### src/hw/rtl/assert_macros.svh
// Assertion macros used by the RTL of the LFU cache replacement unit.
`ifndef ASSERT_MACROS_SVH
`define ASSERT_MACROS_SVH
`ifndef SYNTHESIS
// Property must hold at every rising edge outside reset.
`define ASSERT_HOLDS(lbl, clk, rst_n, prop, msg) \
	lbl: assert property (@(posedge clk) disable iff (!rst_n) (prop)) else $error(msg);
// Expression must never be true at a rising edge outside reset.
`define ASSERT_NEVER(lbl, clk, rst_n, expr, msg) \
	lbl: assert property (@(posedge clk) disable iff (!rst_n) !(expr)) else $error(msg);
`else
`define ASSERT_HOLDS(lbl, clk, rst_n, prop, msg)
`define ASSERT_NEVER(lbl, clk, rst_n, expr, msg)
`endif
`endif

### src/hw/rtl/lfu_ram.sv
// Generic simple dual-port RAM with one write port and one registered read port.
module lfu_ram #(
	parameter int WIDTH = 8,
	parameter int DEPTH = 64
) (
	input  logic                     clk,
	input  logic                     we,
	input  logic [$clog2(DEPTH)-1:0] waddr,
	input  logic [WIDTH-1:0]         wdata,
	input  logic                     re,
	input  logic [$clog2(DEPTH)-1:0] raddr,
	output logic [WIDTH-1:0]         rdata
);

	logic [WIDTH-1:0] mem [DEPTH];

	always_ff @(posedge clk) begin
		if (we) begin
			mem[waddr] <= wdata;
		end
		if (re) begin
			rdata <= mem[raddr];
		end
	end

endmodule

### config.mk
export PLATFORM = sky130hd
export DESIGN_NAME = lfu_ram
export DESIGN_NICKNAME = d
export VERILOG_FILES = /design/src/hw/rtl/assert_macros.svh /design/src/hw/rtl/lfu_ram.sv
export SDC_FILE = /design/constraint.sdc
export NUM_CORES = 1
export LEC_CHECK = 0
export ABC_AREA = 0
export BUFFER_PORTS_ARGS = -buffer_cell sky130_fd_sc_hd__buf_2
export CAP_MARGIN = 10
export CORE_UTILIZATION = 45
export CTS_CLUSTER_SIZE = 12
export DETAILED_ROUTE_END_ITERATION = 16
export PLACE_DENSITY = 0.7
export SLEW_MARGIN = 20
export SYNTH_ARGS = -nofsm -noshare
export SYNTH_HDL_FRONTEND = slang
export SYNTH_SLANG_ARGS = --single-unit
### constraint.sdc
create_clock -name clk -period 5.3 [get_ports clk]
set_input_delay 0.795 -clock clk [delete_from_list [all_inputs] [get_ports clk]]
set_output_delay 0.795 -clock clk [all_outputs]
set_load 0.005 [all_outputs]
* Yosys cells after proc, flatten, opt, wreduce, memory -nomap -nowiden
Memories as Yosys holds them, arrays and structs flattened. A register that Yosys moved wholly into a read port is not among the register bits. Index checks and enable logic that the tools add are counted.
Storage, ports and cells: register bits after elaboration 0, memory bits (writable) 512, bits of input ports 23, output and inout bits 8, logic and storage cells 3, memories kept 1
Memory list:
- mem | depth 64, bits a word 8, rd ports 1, clocked after Yosys merged registers in 1, write ports 1, line lfu_ram.sv:15 | logic [WIDTH-1:0] mem [DEPTH];
Cells by class: multiplexer cells 2
Operators by type and width (number):
- two-way mux 1 bit | 2

* Logic depth before layout (Yosys ltp)
word-level depth 2, depth in mapped cells 9, depth with buffers taken out 5

* Worst setup path before layout
OpenSTA, ideal clock, no wires.
path type input port to flip-flop, start input port raddr[1], end register rdata[3], read port of mem, data pin, setup time 266 ps, data arrival time 2335 ps, required time 5034 ps, setup slack 2699 ps, cell stages on the path 7, path buffers 3, path through buf_4 > buf_2 > buf_2 > mux4_2 > mux4_2 > o21ai_1 > o41ai_1
RTL lines:
- start, declared | line lfu_ram.sv:11 | input logic [$clog2(DEPTH)-1:0] raddr,
- end, declared | line lfu_ram.sv:12 | output logic [WIDTH-1:0] rdata

==> reports/metrics.cfg <==
[route]
drt_iter0_markers=1149
num_vias=9485
totalWireLength_mm=42.6
drt-pass1-iter-count=5
avgViaCountPerCell=5.92
ant_nets=0
post-route-drc-count=0
wl_per_cell_um=26.6

[placed_design]
gp_congestion=0.782
dp_hpwl_mm=25.6
port_buffers=30

[critical_path]
required_ns=5.60
path_class=primary input to flop
ff2ff_path_depth=4
arrival_ns=3.21
worst-path-max-fanout=40
startpoint_type=primary input
critPathCaptureType=flop

[timing]
setup_viol=0
post-route-min-period_ns=2.91
rsz0062_at_grt=no
slew_headroom=0.271
setup_tns_ns=0
min_period_over_period=0.548
hold_viol=0
slew_violations=0
worst_clock_skew_ns=0.00962
tightest_slew_ns=1.09
fmax_mhz=344

[die]
initial_core_util=0.457
num_rows=77
dieWidth_um=214
ios=31
dieHeight_um=214
core_area_sq_um=44300
dieArea_sq_um=45800

[clocking]
htreeDepth=2
postCtsSetupRepairBufs=0
cts_tree=done
postCtsResizedCells=0
clk-insertion-delay-late_ns=0.56
cts-hold-fix-buffers=0
clock-root-buffer=clkbuf_16
cts_num_sinks=520
cts.clk_slew.worst_paths_ns=0.06
cts_buffers=51
cts_buffer_depth=3

[global_route]
gr-total-overflow=0
track_usage=0.188
grt_first_pass_wirelength_mm=63.4
grt_pass1_vias=9528
antenna_found_initial=4
grt_max_degree=65

[worst_hold_path]
min_path_cells=1
min_path_type=primary input to flop

[finish]
nNetsFinal=1010
drive_gt1_frac=0.238
syn2layout_area_growth_pct=10.6

[synthesis]
ys.flop_type=edfxtp_1
synth.cell_area_sq_um=20200
synth_cell_types=39
syn-instance-count=940
async_flop_share=0
ys_warn_count=0
yosys_register_bits=520
synth_edf_count=520
synth_nets=963
ys_seq_area_frac=0.771
avgSynthCellArea_sq_um=21.5

[pwr]
total_power_mw=8.16
peakVddDrop_v=0.000205
p_sw_frac=0.202
pwr-share-seq=0.561
p_leak_nw=6.86
internal_power_mw=6.50
switchingPower_mw=1.65
pwr-share-comb=0.049
clock_power_share=0.390
p_per_area_nw_per_um2=364

[run_status]
status=complete, no violations

[job]
drv_cap=0

sequential cells by signal, indices dropped and copies added, names as in the netlist:
register	flops
rdata	8
mem	512
per-stage QoR:
step | std cells | cell area, sq um | util | worst slack (ns) | hold slack [ns]
2_1_floorplan | 940 | 20200 | - | 2.70 | 0.797
6_report | 1602 | 22400 | 0.505 | 2.39 | 0.607
3_3_place_gp | 1526 | 21000 | 0.473 | 1.73 | 0.915
3_5_place_dp | 1526 | 21000 | 0.473 | 1.73 | 0.913
5_1_grt | 1602 | 22400 | 0.505 | 2.20 | 0.595
4_1_cts | 1601 | 22400 | 0.505 | 2.33 | 0.586
Yosys cell counts, drive strengths merged (3+ instances only):
master / count / area, sq um
nor2b: 14 / 87.6
clkbuf: 17 / 63.8
nand2: 19 / 71.3
nand3b: 3 / 22.5
mux2i: 23 / 230
edfxtp: 520 / 15600
nor2: 83 / 312
nor3: 7 / 35.0
mux2: 13 / 146
buf: 34 / 253
o21ai: 4 / 20.0
nand3: 13 / 65.1
o22ai: 8 / 50.1
o2111ai: 3 / 26.3
o2bb2ai: 3 / 26.3
a21oi: 3 / 15.0
a22oi: 3 / 22.5
mux4: 126 / 2840
nand2b: 7 / 43.8
o221ai: 8 / 70.1
a221oi: 6 / 52.6
a211oi: 4 / 30.0
cell families (layout without fill, tap and decap cells):
| group | Yosys count | count (layout) | share of synthesized area |
|---|---|---|---|
| compound gates | 54 | 54 | 0.0206 |
| buf+inv | 51 | 120 | 0.0156 |
| flops | 520 | 520 | 0.771 |
| mux | 162 | 162 | 0.159 |
| other cells | 0 | 1 | 0 |
| simple gates | 153 | 153 | 0.0337 |
layout by cell type, fill, tap and decap left out, drive strengths merged, types with 13 or more instances in the layout:
cell / n
edfxtp: 520
mux4: 126
nor2: 83
clkbuf: 67
buf: 44
mux2i: 23
nand2: 19
nor2b: 14
mux2: 13
nand3: 13
metal layers:
layer,wire length (um),vias up,track usage,share of wire
met2,20700,421,0.294,0.49
met3,3380,71,0.0365,0.079
met4,950,6,0.0557,0.022
li1,-,4017,-,-
met1,17600,4970,0.271,0.41
met5,34,-,0,0.00080
final timing paths:
path                        endpoint            startpoint  slack, ns
setup / recovery  rdata[6]$_DFFE_PP_              raddr[0]       2.39
hold / removal    rdata[5]$_DFFE_PP_                    re       0.61
setup reg to reg  rdata[5]$_DFFE_PP_   mem[3][5]$_DFFE_PP_       3.04
hold reg to reg   rdata[2]$_DFFE_PP_  mem[18][2]$_DFFE_PP_       0.92
power by group through the flow:
stage / sequential [mW] / clock [mW] / combinational [mW]
floorplan: 4.65 / 0 / 0.243
global placement: 4.66 / 0 / 0.393
detailed placement: 4.66 / 0 / 0.401
CTS: 4.58 / 3.22 / 0.403
global route: 4.57 / 3.38 / 0.427
finish: 4.57 / 3.18 / 0.398
worst max-delay path, stage by stage:
cell      delay, ns
clkbuf_8       0.41
buf_4          0.47
mux4_2         0.54
mux2_2         0.28
o221a_2        0.27
nor3_1         0.27
o32ai_1        0.13
cell type report:
cell class	instances	area (sq um)
diodes	1	2.50
clock buffers	66	1380
clock inverters	9	35.0
fillers	3458	21900
multi-input cells	369	4320
flip-flops and latches	520	15600
well taps	592	741
repair buffers	45	312
No activity file was read; power rests on OpenSTA's default activity.
